**src/rtl/wvm_ram.sv**
```systemverilog
// ----------------------------------------------------------------------------
// wvm_ram
// Generic simple dual-port RAM: one write port, one read port, registered read.
// ----------------------------------------------------------------------------
`default_nettype none

module wvm_ram #(
    parameter int WIDTH = 16,
    parameter int DEPTH = 256
) (
    input  wire logic                                    clk,
    input  wire logic                                    we,
    input  wire logic [((DEPTH > 1) ? $clog2(DEPTH) : 1)-1:0] waddr,
    input  wire logic [WIDTH-1:0]                        wdata,
    input  wire logic [((DEPTH > 1) ? $clog2(DEPTH) : 1)-1:0] raddr,
    output logic      [WIDTH-1:0]                        rdata
);

    logic [WIDTH-1:0] mem [DEPTH];

    always_ff @(posedge clk)
    begin
        if (we)
        begin
            mem[waddr] <= wdata;
        end
        rdata <= mem[raddr];
    end

endmodule

`default_nettype wire

```
**config.mk**
```make
export PLATFORM = sky130hd
export DESIGN_NAME = wvm_ram
export DESIGN_NICKNAME = d
export VERILOG_FILES = /design/src/rtl/wvm_ram.sv
export SDC_FILE = /design/constraint.sdc
export NUM_CORES = 2
export LEC_CHECK = 0
export BUFFER_PORTS_ARGS = -buffer_cell sky130_fd_sc_hd__buf_4
export CAP_MARGIN = 5
export CORE_MARGIN = 5
export CORE_UTILIZATION = 60
export CTS_CLUSTER_SIZE = 28
export DETAILED_ROUTE_END_ITERATION = 10
export PLACE_DENSITY_LB_ADDON = 0.08
export SYNTH_ARGS = -nofsm -noshare
export SYNTH_HDL_FRONTEND = slang
export SYNTH_SLANG_ARGS = --single-unit
```
**constraint.sdc**
```tcl
create_clock -name clk -period 7.1 [get_ports clk]
set_clock_uncertainty 0.15 [all_clocks]
set_input_delay 0.355 -clock clk [delete_from_list [all_inputs] [get_ports clk]]
set_output_delay 0.355 -clock clk [all_outputs]
set_load 0.05 [all_outputs]
```
Yosys cells after proc, flatten, opt, wreduce, memory -nomap -nowiden
Memories as Yosys holds them, arrays and structs flattened. A register that Yosys moved wholly into a read port is not among the register bits.
Cells that the tools add are included.
{"block": "classes", "mux": 2}
{"cell": "$mux 1", "n": 2}
{"block": "totals", "ff_bits": 0, "mem_bits_rw": 4096, "in_bits": 34, "output_inout_bits": 16, "mem_count": 1}
{"memory": "mem", "words": 256, "width": 16, "rd": 1, "rd_clocked_by_memory_dff": 1, "wr": 1, "line_no": "19", "text": "logic [WIDTH-1:0] mem [DEPTH];"}

Depth between registers and ports, before layout
{"block": "depth", "depth_word": 2, "depth_mapped": 12, "depth_no_buf": 6}

Least setup slack after synthesis
OpenSTA, ideal clock, no wires.
{"block": "synth_timing", "path_kind": "input-to-reg", "start": "input port waddr[3] (netlist name)", "end": "memory mem[235][0], enable pin", "setup_time_ps": 388, "arrival_time_ps": 2132, "required_time_ps": 6562, "setup_slack_ps": 4430, "path_stages": 6, "path_buffers": 3, "path_cell_list": "clkbuf_1 -> nor2b_1 -> clkbuf_1 -> nand4_1 -> clkbuf_1 -> nor2_1"}
{"element": "start: declaration", "line_no": "13", "text": "input wire logic [((DEPTH > 1) ? $clog2(DEPTH) : 1)-1:0] waddr,"}
{"element": "end: declaration", "line_no": "19"}
No word-level cell before the write port.

==> out/qor.csv <==
stage;metric;value;unit
power_and_ir_drop;power density over the cells;285;mW/mm2
setup_path;worst path bufs/invs;3;
run;MaxCap Viol Count;0;
layout;NumNets Final;7780;
power_and_ir_drop;Sw Ratio;21.1;%
floorplan;Die Area;0.275;mm2
logic_synthesis;Mapped Cells;7360;
layout;Finished Layout Cells;11600;
place;DP HPWL;234;mm
setup_path;Worst path slowest cell;o32ai_1;
sta;crit share post-route;58.7;%
logic_synthesis;syn_nets;7394;
floorplan;Boundary Pins;50;
grt;Overflow after GRT;0;
setup_path;Top delay family on crit path;compound AO/OA/AOI/OAI gates;
sta;Final Setup Violations;0;
sta;final hold vios;0;
route;Iteration-0 DRC Markers;10800;
setup_path;CP arrival;4.75;ns
route;WL final;411;mm
logic_synthesis;Synth Area in Adders;0;%
setup_path;crit path cell chain;buf_8 -> buf_4 -> buf_4 -> mux4_2 -> mux2_2 -> a22oi_1 -> nand2_1 -> o32ai_1 -> nor4_1;
logic_synthesis;Yosys reg bits;4112;
grt;largest net degree at the start of global routing;193;
power_and_ir_drop;cell-internal power;0.0399;W
layout;multi-input combinational cell area;0.0330;mm2
layout;final instance area;0.178;mm2
logic_synthesis;largest cells by area after synthesis;edfxtp_1 (77%), mux4_2 (11%), mux2i_1 (3.6%), o221ai_1 (1.4%), nor2_1 (0.72%);
logic_synthesis;synthesized area per cell;21.6;um2
route;wire length on met2;192;mm
grt;initial antenna violation count;22;
logic_synthesis;Ys Warns;0;
setup_path;CP startpoint kind;input pin;
clocking;CTS Buffer Depth;4;
layout;share of cells above drive strength 1;24.0;%
route;wire length per cell;35.4;um
worst_hold_path;WHS Path Cells;4;
logic_synthesis;mux cell area share after synthesis;15.5;%
logic_synthesis;area fraction of the dominant cell type after synthesis;77.5;%
route;top layer in use;met5;
logic_synthesis;largest family of logic cells by synthesized area;multiplexers;
setup_path;Worst path max stage delay;1.07;ns
sta;fin. max-slew vios;0;
setup_path;worst path required time;7.69;ns
floorplan;core footprint;0.263;mm2
setup_path;crit-path most repeated cell;buf_4;
floorplan;Initial Utilization;60.4;%
sta;post-route minimum period;4.17;ns
grt;total global routing track utilization;30.0;%
setup_path;Stages on worst setup path;9;
power_and_ir_drop;maximum VDD drop;0.000219;V
route;routed via count;79400;
sta;worst-case hold slack;0.0838;ns
setup_path;Critical Path End Type;flop;
floorplan;die width;524;um
logic_synthesis;post-synth cell types;52;
clocking;root buffer cell;clkbuf_16;
floorplan;Die Ht;524;um
place;Placed Cells;10800;
sta;FMAX;240;MHz
route;Routed Antenna Nets;0;
place;Placed Area;0.164;mm2
layout;Register Area;0.123;mm2
power_and_ir_drop;leak pwr;56.4;nW
floorplan;Row Count;188;
sta;worst slew pin tran;1.42;ns
route;# DRC;0;
worst_hold_path;Hold WC Path Type;input pin to flop;
place;I/O Buffers;49;
power_and_ir_drop;Net Sw Power;0.0107;W
power_and_ir_drop;register share of total power;53.1;%
route;Met3 Routed Length;44.0;mm
clocking;CTS tree;yes;
clocking;CTS Buf Count;409;
route;Pre-Repair DR Iteration Count;6;
clocking;CTS H-tree depth;5;
route;Vias per Instance;6.84;
sta;Worst slew margin;5.36;%
grt;first-pass GRT wire length;583;mm
clocking;Clock Latency Late Sink;0.92;ns
sta;RSZ-0062 raised after global routing;no;
setup_path;critical path type;input pin to flop;
logic_synthesis;post-synth top area cell;edfxtp_1;
logic_synthesis;area share of and/or/nand/nor cells after synthesis;1.57;%
clocking;Clock transition at path regs;0.06;ns
layout;Layout area overhead;11.9;%
logic_synthesis;post-synthesis sequential area ratio;77.7;%
logic_synthesis;synthesized area;0.159;mm2
power_and_ir_drop;combinational fraction of design power;5.0;%
sta;setup tns final;0;ns
setup_path;worst-path fanout max;47;
clocking;clk sinks;4112;
logic_synthesis;complex-gate fraction of the synthesized area;3.54;%
setup_path;worst reg2reg path depth;6;
grt;vias in the first global route;77600;
run_status;status;finished, final reports clean;
place;gpl congestion;0.865;
logic_synthesis;post-synthesis xor/xnor area fraction;0;%
route;met1 WL;159;mm
layout;Fillers;16500;
power_and_ir_drop;Clk pwr share;42.0;%
==> cells by family after synthesis <==
family / after synthesis
mux: 1450
compound gates: 786
buf+inv: 456
flops: 4112
simple gates: 556
==> routing by layer <==
| metal | vias to the layer above | track usage, % |
|---|---|---|
| met5 | - | 0 |
| met4 | 10 | 10.2 |
| met3 | 738 | 6.28 |
| met2 | 4492 | 45.6 |
| met1 | 42100 | 44.6 |
| li1 | 32100 | - |
==> flip-flops by register name, indices dropped and copies added (netlist names) <==
register / cells
rdata: 16
mem: 4096
==> synthesized netlist by cell type, drive strengths merged <==
master	number
a2111oi	6
a211oi	18
a21o	2
a21oi	175
a221oi	28
a22o	32
a22oi	43
a31oi	6
and2	2
and3	11
and4	2
buf	222
clkbuf	230
dfxtp	16
edfxtp	4096
inv	4
mux2	88
mux2i	565
mux4	797
nand2	38
nand2b	3
nand3	35
nand3b	1
nand4	26
nand4b	3
nor2	304
nor2b	9
nor3	92
nor3b	1
nor4	18
nor4bb	2
o21ai	38
o221ai	253
o22ai	148
o31ai	16
o32ai	21
or2	5
or3	2
or3b	1
or4b	1
==> through the flow <==
step	power, W	util, %	setup slack [ns]
6_report	0.0505	67.6	2.93
5_1_grt	0.0519	67.6	2.59
4_1_cts	0.0508	67.6	3.01
3_5_place_dp	0.0298	62.5	2.03
3_3_place_gp	0.0298	62.5	2.15
2_1_floorplan	0.0287	-	4.43
==> cell type report <==
type                       count  share of cell area, %
sequential                  4112                   69.4
tap                         3515                   2.48
multi-input combinational   2792                   18.6
inverter                       4                 0.0155
antenna                       16                 0.0225
timing repair buffer         427                   2.11
clock buffer                 502                   6.08
clock inverter               243                   1.31
==> worst min-delay path: stages <==
cell     delay [ns]
buf_4          0.17
nand4_1        0.12
nor2_2         0.04
buf_4          0.22
==> cell usage in the layout, fill, tap and decap left out, drive strengths merged, types with 32 or more instances in the layout <==
cell / count
clkbuf: 505
clkinv: 186
nor3: 92
mux2i: 565
bufinv: 41
buf: 407
a22o: 32
o221ai: 253
mux4: 797
nand2: 38
a21oi: 175
o22ai: 148
a22oi: 43
mux2: 88
nand3: 35
edfxtp: 4096
nor2: 304
o21ai: 38
==> worst paths after layout <==
path,to,start,slack (ns)
setup / recovery,rdata[14],raddr[1],2.93
hold / removal,mem[183][12],waddr[1],0.08
setup reg to reg,rdata[14],mem[2][14],3.65
hold reg to reg,rdata[1],mem[114][1],0.95
==> timing repair <==
item,in CTS,in global routing
resized for setup,0,0
hold buffers,17,0
hold endpoints to repair,1375,0
setup buffers,0,0
setup endpoints to repair,0,0
==> power by group through the flow <==
stage | Combinational, W | Sequential (W) | Clock [W]
after floorplan | 0.00132 | 0.0274 | 0
after global placement | 0.00245 | 0.0273 | 0
after detailed placement | 0.00249 | 0.0273 | 0
after CTS | 0.00250 | 0.0268 | 0.0214
after global routing | 0.00261 | 0.0268 | 0.0225
final | 0.00251 | 0.0268 | 0.0212
Power figures use the tool's default switching activity.
