===== src/rtl/wvm_pkg.sv =====
// ----------------------------------------------------------------------------
// wvm_pkg
// Types and constants shared by the wavetable voice mixer modules.
// ----------------------------------------------------------------------------
`default_nettype none

package wvm_pkg;

    localparam int SMP_W      = 16;
    localparam int MIX_W      = 20;
    localparam int SLOT_W     = 7;
    localparam int ADDR_IN_W  = 16;
    localparam int STEP_W     = 20;
    localparam int FRAC_W     = 16;
    localparam int CARRY_W    = STEP_W - FRAC_W + 1;
    localparam int PHASE_W    = 32;
    localparam int FRAMES_W   = 16;

    localparam int EMIT_BURST = 64;
    localparam int BURST_W    = 6;
    localparam logic [BURST_W-1:0] BURST_LAST = BURST_W'(EMIT_BURST - 1);

    localparam logic signed [MIX_W-1:0] MIX_MAX = 20'sh7FFFF;
    localparam logic signed [MIX_W-1:0] MIX_MIN = 20'sh80000;

    localparam logic FUNC_LOAD  = 1'b0;
    localparam logic FUNC_VOICE = 1'b1;

    typedef enum logic [2:0] {
        ST_CLEAR,
        ST_IDLE,
        ST_RENDER,
        ST_DRAIN,
        ST_EMIT_READ,
        ST_EMIT_LOAD
    } state_t;

    typedef struct packed {
        logic load;
        logic advance;
    } phase_ctrl_t;

    typedef struct packed {
        logic                       func;
        logic [ADDR_IN_W-1:0]       sample_address;
        logic signed [SMP_W-1:0]    sample_value;
        logic [ADDR_IN_W-1:0]       voice_offset;
        logic [ADDR_IN_W-1:0]       loop_begin;
        logic [ADDR_IN_W-1:0]       loop_finish;
        logic [STEP_W-1:0]          step_ratio;
        logic [FRAMES_W-1:0]        frames_left;
        logic                       last_voice;
    } in_item_t;

    typedef struct packed {
        logic signed [MIX_W-1:0]    mix_sample;
        logic [SLOT_W-1:0]          sample_slot;
        logic                       frame_last;
    } out_item_t;

endpackage

`default_nettype wire


===== src/rtl/wvm_phase.sv =====
// ----------------------------------------------------------------------------
// wvm_phase
// Playback phase: 32.16 accumulate and loop wrap, one step a cycle on advance.
// ----------------------------------------------------------------------------
`default_nettype none

module wvm_phase (
    input  wire logic                              clk,
    input  wire wvm_pkg::phase_ctrl_t              ctrl,
    input  wire logic [wvm_pkg::ADDR_IN_W-1:0]     voice_offset,
    input  wire logic [wvm_pkg::ADDR_IN_W-1:0]     loop_begin,
    input  wire logic [wvm_pkg::ADDR_IN_W-1:0]     loop_finish,
    input  wire logic [wvm_pkg::STEP_W-1:0]        step_ratio,
    output logic      [wvm_pkg::PHASE_W-1:0]       offset
);

    logic [wvm_pkg::PHASE_W-1:0]  offset_reg, offset_next;
    logic [wvm_pkg::FRAC_W-1:0]   frac_reg, frac_next;
    logic [wvm_pkg::CARRY_W-1:0]  carry_reg, carry_next;
    logic [wvm_pkg::STEP_W-1:0]   step_reg, step_next;
    logic [wvm_pkg::PHASE_W-1:0]  finish_reg, finish_next;
    logic [wvm_pkg::PHASE_W-1:0]  wrap_reg, wrap_next;

    logic [wvm_pkg::PHASE_W-1:0]  sum;
    logic [wvm_pkg::STEP_W:0]     acc;

    always_comb
    begin
        sum = offset_reg + wvm_pkg::PHASE_W'(carry_reg);
        acc = (wvm_pkg::STEP_W + 1)'(frac_reg) + (wvm_pkg::STEP_W + 1)'(step_reg);

        offset_next = offset_reg;
        frac_next   = frac_reg;
        carry_next  = carry_reg;
        step_next   = step_reg;
        finish_next = finish_reg;
        wrap_next   = wrap_reg;

        if (ctrl.load)
        begin
            offset_next = wvm_pkg::PHASE_W'(voice_offset);
            frac_next   = step_ratio[wvm_pkg::FRAC_W-1:0];
            carry_next  = wvm_pkg::CARRY_W'(step_ratio[wvm_pkg::STEP_W-1:wvm_pkg::FRAC_W]);
            step_next   = step_ratio;
            finish_next = wvm_pkg::PHASE_W'(loop_finish);
            wrap_next   = wvm_pkg::PHASE_W'(loop_finish) - wvm_pkg::PHASE_W'(loop_begin)
                          + wvm_pkg::PHASE_W'(1);
        end
        else if (ctrl.advance)
        begin
            offset_next = (sum >= finish_reg) ? (sum - wrap_reg) : sum;
            frac_next   = acc[wvm_pkg::FRAC_W-1:0];
            carry_next  = acc[wvm_pkg::STEP_W:wvm_pkg::FRAC_W];
        end
    end

    always_ff @(posedge clk)
    begin
        offset_reg <= offset_next;
        frac_reg   <= frac_next;
        carry_reg  <= carry_next;
        step_reg   <= step_next;
        finish_reg <= finish_next;
        wrap_reg   <= wrap_next;
    end

    assign offset = offset_reg;

endmodule

`default_nettype wire


===== config.mk =====
export PLATFORM = sky130hd
export DESIGN_NAME = wvm_phase
export DESIGN_NICKNAME = d
export VERILOG_FILES = /design/src/rtl/wvm_pkg.sv /design/src/rtl/wvm_phase.sv
export SDC_FILE = /design/constraint.sdc
export NUM_CORES = 1
export LEC_CHECK = 0
export BUFFER_PORTS_ARGS = -buffer_cell sky130_fd_sc_hd__buf_4
export CELL_PAD_IN_SITES_DETAIL_PLACEMENT = 0
export CELL_PAD_IN_SITES_GLOBAL_PLACEMENT = 2
export CORE_UTILIZATION = 23
export DETAILED_ROUTE_END_ITERATION = 8
export PLACE_DENSITY = 0.64
export SYNTH_ARGS = -nofsm -noshare
export SYNTH_HDL_FRONTEND = slang
export SYNTH_SLANG_ARGS = --single-unit

===== constraint.sdc =====
create_clock -name clk -period 10.36 [get_ports clk]
set_input_delay 0.518 -clock clk [delete_from_list [all_inputs] [get_ports clk]]
set_output_delay 0.518 -clock clk [all_outputs]
set_load 0.05 [all_outputs]

[Word level (Yosys, flattened, before mapping)]
Cells that the tools add are included.
Storage, ports and cells
  bits in registers: 121
  input port bits: 71
  output and inout port bits: 32
  word-level logic and storage cells: 22
Operators by class
  add/sub/neg operators: 5
  magnitude comparators: 1
  muxes and demuxes: 7
  reductions and logical operators: 1
Operator list (count)
  16-bit 2-to-1 mux: 4
  32-bit by 5-bit adder with 32-bit output: 1
  32-bit by 16-bit >= comparator with 1-bit output: 1
  32-bit 2-to-1 mux: 1
  32-bit subtractor: 1
  16-bit by 20-bit adder with 21-bit output: 1
  17-bit by 2-bit adder with 18-bit output, second input constant: 1
  16-bit by 16-bit subtractor with 17-bit output: 1
  4-bit 2-to-1 mux: 2
  2-bit nonzero test: 1

[Depth between registers and ports, before layout]
  depth after elaboration: 5
  mapped depth: 18
  gate-level depth less buffers: 18

[Worst setup path after synthesis]
No wires, ideal clock.
  path type: reg-to-reg
  start: register offset_reg, in the netlist offset[0]
  end: register offset_reg, in the netlist offset[4] (data pin)
  library setup time: 260 ps
  arrival time: 4364 ps
  slack: 5736 ps
  stages on the path, launching flop included: 17
  period minus slack after synthesis: 4624 ps
  cell sequence: edfxtp_1 > ha_1 > fa_1 > a211oi_2 > o21bai_2 > nand2_1 > xnor2_1 > ha_1 > a21o_1 > a211o_1 > a31oi_1 > o2111ai_1 > nor4_2 > and2_1 > buf_6 > mux2_2 > mux2_2
Between the ends
  word-level cells in the longest chain between the ends: 5
RTL lines
  from (decl): line wvm_phase.sv:17  | logic [wvm_pkg::PHASE_W-1:0] offset_reg, offset_next;
  from (signal assigned): line wvm_phase.sv:59  | offset_reg <= offset_next;
  32-bit by 5-bit adder with 32-bit output *: line wvm_phase.sv:29  | sum = offset_reg + wvm_pkg::PHASE_W'(carry_reg);
  32-bit subtractor / 32-bit by 16-bit >= comparator with 1-bit output (equally long branches): line wvm_phase.sv:51  | offset_next = (sum >= finish_reg) ? (sum - wrap_reg) : sum;
  32-bit 2-to-1 mux *: line wvm_phase.sv:51
  16-bit 2-to-1 mux *: line wvm_phase.sv:49  | else if (ctrl.advance)
  16-bit 2-to-1 mux *: line wvm_phase.sv:39  | if (ctrl.load)
  net offset_next (one bit): line wvm_phase.sv:17
Mark *: on every way through the listed nets, which the timed path passes. The rest lies on a longest branch. The select of a mux whose other input is x is not followed.
A chain may end at the register's enable or synchronous reset.

[Final worst setup path]
Ends and elaborated chain as after synthesis.

==> impl_summary.md <==
Setup path
STA classifies the critical path startpoint as a flop. The class of the most critical setup path is reg2reg. In this run the worst path has a maximum fanout of 17. STA classifies the critical path endpoint as a flop.

Data on the critical path is required at its endpoint by approximately 10 ns. The number of cells on the worst reg-to-reg path is 15. For the worst setup path, the data arrival time is 5.47 ns. The setup slack on the worst flop-to-flop path is 5.01 ns.

Route
Dividing the detail-routed via count by the number of cells gives about 4.5. The post-detailed-routing wire length is between 20000 and 30000 microns. In the routed design, unresolved DRC markers number 0. The number of detailed-route iterations in the first pass is 4. The routed layout has between 7000 and 8000 vias. The violation count after the first detailed-routing iteration is ~300.

The wire length per cell is ~16 microns. The remaining antenna violation count after routing is 0.

Timing
Setup slack on the critical path of the routed design comes to between 5 and 6 ns. The number of hold-slack violations in the final timing report is 0. In this run the tightest slew margin relative to its limit is 39.9%. The transition time at the pin with the least slew margin is around 0.9 ns.

Setup violations remaining at the end of the flow were counted as 0. Setup repair after global routing left no endpoint under its margin. The highest attainable clock frequency is around 190 MHz. The clock period minus final worst setup slack is 5.35 ns. The final count of pins violating max slew was 0. Setup total negative slack on the finished layout was measured at 0 ns. Dividing the final minimum period by the clock period gives roughly half.

Clock skew on the completed layout was measured at approximately 0.016 ns.

Placed design
The final HPWL from detailed placement is 20300 microns. The setup slack at placement is around 4.9 ns. Routability-driven placement finished with a final weighted congestion of between 0.8 and 0.9. In this run the tool buffered the top-level ports with 102 buffer cells.

Synthesis
After synthesis, the cell types taking the most area are sky130_fd_sc_hd__edfxtp_1 30%, sky130_fd_sc_hd__ha_1 12%, sky130_fd_sc_hd__xnor2_1 6.7%, sky130_fd_sc_hd__dfxtp_1 3.8%, sky130_fd_sc_hd__a21oi_1 3.6%. The mean cell area of the mapped netlist is 9.37 sq um. The number of synthesized flops with an enable pin is 90.

Counting every net in the synthesized netlist gives between 1000 and 1500. Counting flops with an async set or reset pin after synthesis yields a share of 0%. In the synthesized netlist the dominant register cell turns out to be sky130_fd_sc_hd__edfxtp_1. Yosys printed 0 warnings. The flip-flop and latch count after synthesis is approximately 110.

The post-synthesis cell count is between 900 and 1000. The top cell type by area accounts for between 30% and 40% of the synthesized area. The area of the mapped netlist is slightly below 9000 sq um. The count of cell types in the netlist is 82.

Of all cell types, the one taking the most synthesized area is sky130_fd_sc_hd__edfxtp_1. The proportion of synthesized chip area in sequential cells is between 30% and 40%.

CTS
The number of H-tree branching levels is 3. The library cell used as clock root buffer is sky130_fd_sc_hd__clkbuf_16. After clock tree synthesis, the repair step resized 0 gates. In this run, CTS created clock tree buffers numbering 9. After clock tree synthesis, the clock-pin slew on the worst setup and hold paths is 0.08 ns.

TritonCTS built the clock tree. The clock latency of the later-clocked register in the worst-skew pair is about 0.37 ns. The maximum buffer depth of the clock tree is 2. The post-CTS setup buffer count is 0. The total of hold buffers inserted after clock tree synthesis is 0. The clock sink count is between 100 and 150.

Floorplanning
For this configuration, the core starts out at a cell density of between 20% and 30%. The width of the chip is between 150 and 200 microns. The die covers between 30000 and 40000 sq um. After floorplanning, the core was divided into between 70 and 80 placement rows. The core region is around 38000 sq um. The total I/O pin count is approximately 100. In this run the vertical extent of the chip is around 200 microns.

Hold path
The type of the tightest min-delay check is in2reg. Counting instances, the worst hold path has a depth of 1.

Final layout
For this run, the post-layout net count is between 1000 and 1500. The filler cells instantiated in the layout total 4116. The total inserted antenna cells is 0. Compared with the post-synthesis result, the final layout area differs by 18.0%. Leaving out fill and tap cells, the most frequent cell in the layout is sky130_fd_sc_hd__buf_4.

The library cells used most frequently in the layout, excluding fill and tap cells, are 106 x sky130_fd_sc_hd__buf_4, 90 x sky130_fd_sc_hd__edfxtp_1, 84 x sky130_fd_sc_hd__ha_1. Cells with a size suffix above 1 make up between 10% and 20% of the layout. The number of flip-flops under the largest register name is 32.

Power
The total power per unit cell area is roughly 280 nW/um^2. The worst-case IR drop observed on VDD is roughly 0.086 mV. The leakage power of the design is 4.35 nW.

Job
The tool flagged a number of max-cap violations equal to 0.

Global routing
The initial antenna violation count is 0. Global routing used between 10% and 20% of the available tracks across all layers. The number of global-route vias before repair is around 7200. The total overflow left after global routing is 0.

The first global-routing pass estimated ~40000 microns of wire. Entering global routing, the biggest net connects 71 pins.

Status
The flow ran to the end, and the final reports show no timing, DRC or antenna violations.
## metrics by stage
stage	std cells	instance area [sq um]	hold slack [ns]	util [%]	total power, W
after floorplan	949	8890	0.436	-	0.00205
after global placement	1541	10200	0.456	26.9	0.00254
after detailed placement	1541	10200	0.453	26.9	0.00254
after CTS	1557	10500	0.308	27.7	0.00293
after global routing	1557	10500	0.311	27.7	0.00314
final	1557	10500	0.330	27.7	0.00289
## where the power goes
group	total (W)	internal, W	switching, W
clock network	0.000374	0.000196	0.000178
logic	0.00179	0.000722	0.00107
registers	0.000724	0.000600	0.000124
total	0.00289	0.00152	0.00137
## cells in the mapped netlist (5+ instances only)
cell type / number
sky130_fd_sc_hd__a31oi_1: 12
sky130_fd_sc_hd__a21oi_1: 64
sky130_fd_sc_hd__o21ai_0: 59
sky130_fd_sc_hd__and2_1: 8
sky130_fd_sc_hd__nand2b_1: 13
sky130_fd_sc_hd__nand4_1: 14
sky130_fd_sc_hd__o21ai_1: 6
sky130_fd_sc_hd__nand2_1: 69
sky130_fd_sc_hd__o22ai_1: 5
sky130_fd_sc_hd__nor2b_1: 12
sky130_fd_sc_hd__dfxtp_1: 17
sky130_fd_sc_hd__mux2_2: 10
sky130_fd_sc_hd__a21o_1: 26
sky130_fd_sc_hd__nor4_1: 7
sky130_fd_sc_hd__nand3_1: 32
sky130_fd_sc_hd__xnor2_1: 68
sky130_fd_sc_hd__a211oi_1: 6
sky130_fd_sc_hd__o21bai_1: 6
sky130_fd_sc_hd__a311oi_1: 5
sky130_fd_sc_hd__edfxtp_1: 90
sky130_fd_sc_hd__o2111ai_1: 5
sky130_fd_sc_hd__and3_1: 13
sky130_fd_sc_hd__nand3b_1: 6
sky130_fd_sc_hd__nor2_1: 42
sky130_fd_sc_hd__xor2_1: 34
sky130_fd_sc_hd__clkbuf_1: 12
sky130_fd_sc_hd__inv_1: 81
sky130_fd_sc_hd__nor3_1: 20
sky130_fd_sc_hd__ha_1: 84
sky130_fd_sc_hd__o211ai_1: 5
sky130_fd_sc_hd__mux2i_1: 16
sky130_fd_sc_hd__o21a_1: 9
## worst paths after layout
kind                          endpoint                       from
max                offset[4]$_DFFE_PP_        offset[0]$_DFFE_PP_
min             step_reg[11]$_DFFE_PP_             step_ratio[11]
max reg2reg        offset[4]$_DFFE_PP_        offset[0]$_DFFE_PP_
min reg2reg  carry_reg[4]$_SDFFE_PP0P_  carry_reg[4]$_SDFFE_PP0P_
## cells by family (layout without fill, tap and decap cells)
| kind of cell | count (synthesis) | in the layout | share of synthesized area [%] |
|---|---|---|---|
| and+or+nand+nor | 268 | 268 | 16.0 |
| AOI/OAI and AO/OA | 250 | 250 | 18.5 |
| DFF | 107 | 107 | 34.2 |
| buffers and inverters | 106 | 203 | 4.98 |
| xor gates and xnor gates | 103 | 103 | 10.3 |
| adders and majority gates | 88 | 88 | 12.7 |
| muxes | 27 | 27 | 3.20 |
## metal layers
layer  routed length [microns]  track usage [%]  share of wire [%]  vias to the layer above
met1                     12600             18.3                 50                     3260
met3                       563             1.53                2.2                       15
met5                         0                0                  0                        -
met4                       293             3.36                1.2                        0
met2                     11900             21.9                 47                       90
li1                          -                -                  -                     3672
## layout make-up
class / count / area, sq um / area share [%]
clock buffers: 11 / 243 / 2.31
multi-input cells: 736 / 5400 / 51.5
inverters: 81 / 304 / 2.90
well taps: 511 / 639 / 6.10
flip-flops and latches: 107 / 3040 / 29.0
clock inverters: 5 / 61.3 / 0.585
repair buffers: 106 / 796 / 7.59
## worst max-delay path, cell delays in order (launching register included)
cell and delay, ns:
sky130_fd_sc_hd__edfxtp_1 0.39, sky130_fd_sc_hd__ha_1 0.25, sky130_fd_sc_hd__fa_1 0.45, sky130_fd_sc_hd__a211oi_2 0.27, sky130_fd_sc_hd__o21bai_2 0.20, sky130_fd_sc_hd__nand2_1 0.13, sky130_fd_sc_hd__xnor2_1 0.18, sky130_fd_sc_hd__ha_1 0.31
sky130_fd_sc_hd__a21o_1 0.18, sky130_fd_sc_hd__a211o_1 0.28, sky130_fd_sc_hd__a31oi_1 0.21, sky130_fd_sc_hd__o2111ai_1 0.20, sky130_fd_sc_hd__nor4_2 0.55, sky130_fd_sc_hd__and2_1 0.81, sky130_fd_sc_hd__mux2_2 0.42, sky130_fd_sc_hd__mux2_2 0.26
Power figures use the tool's default switching activity.
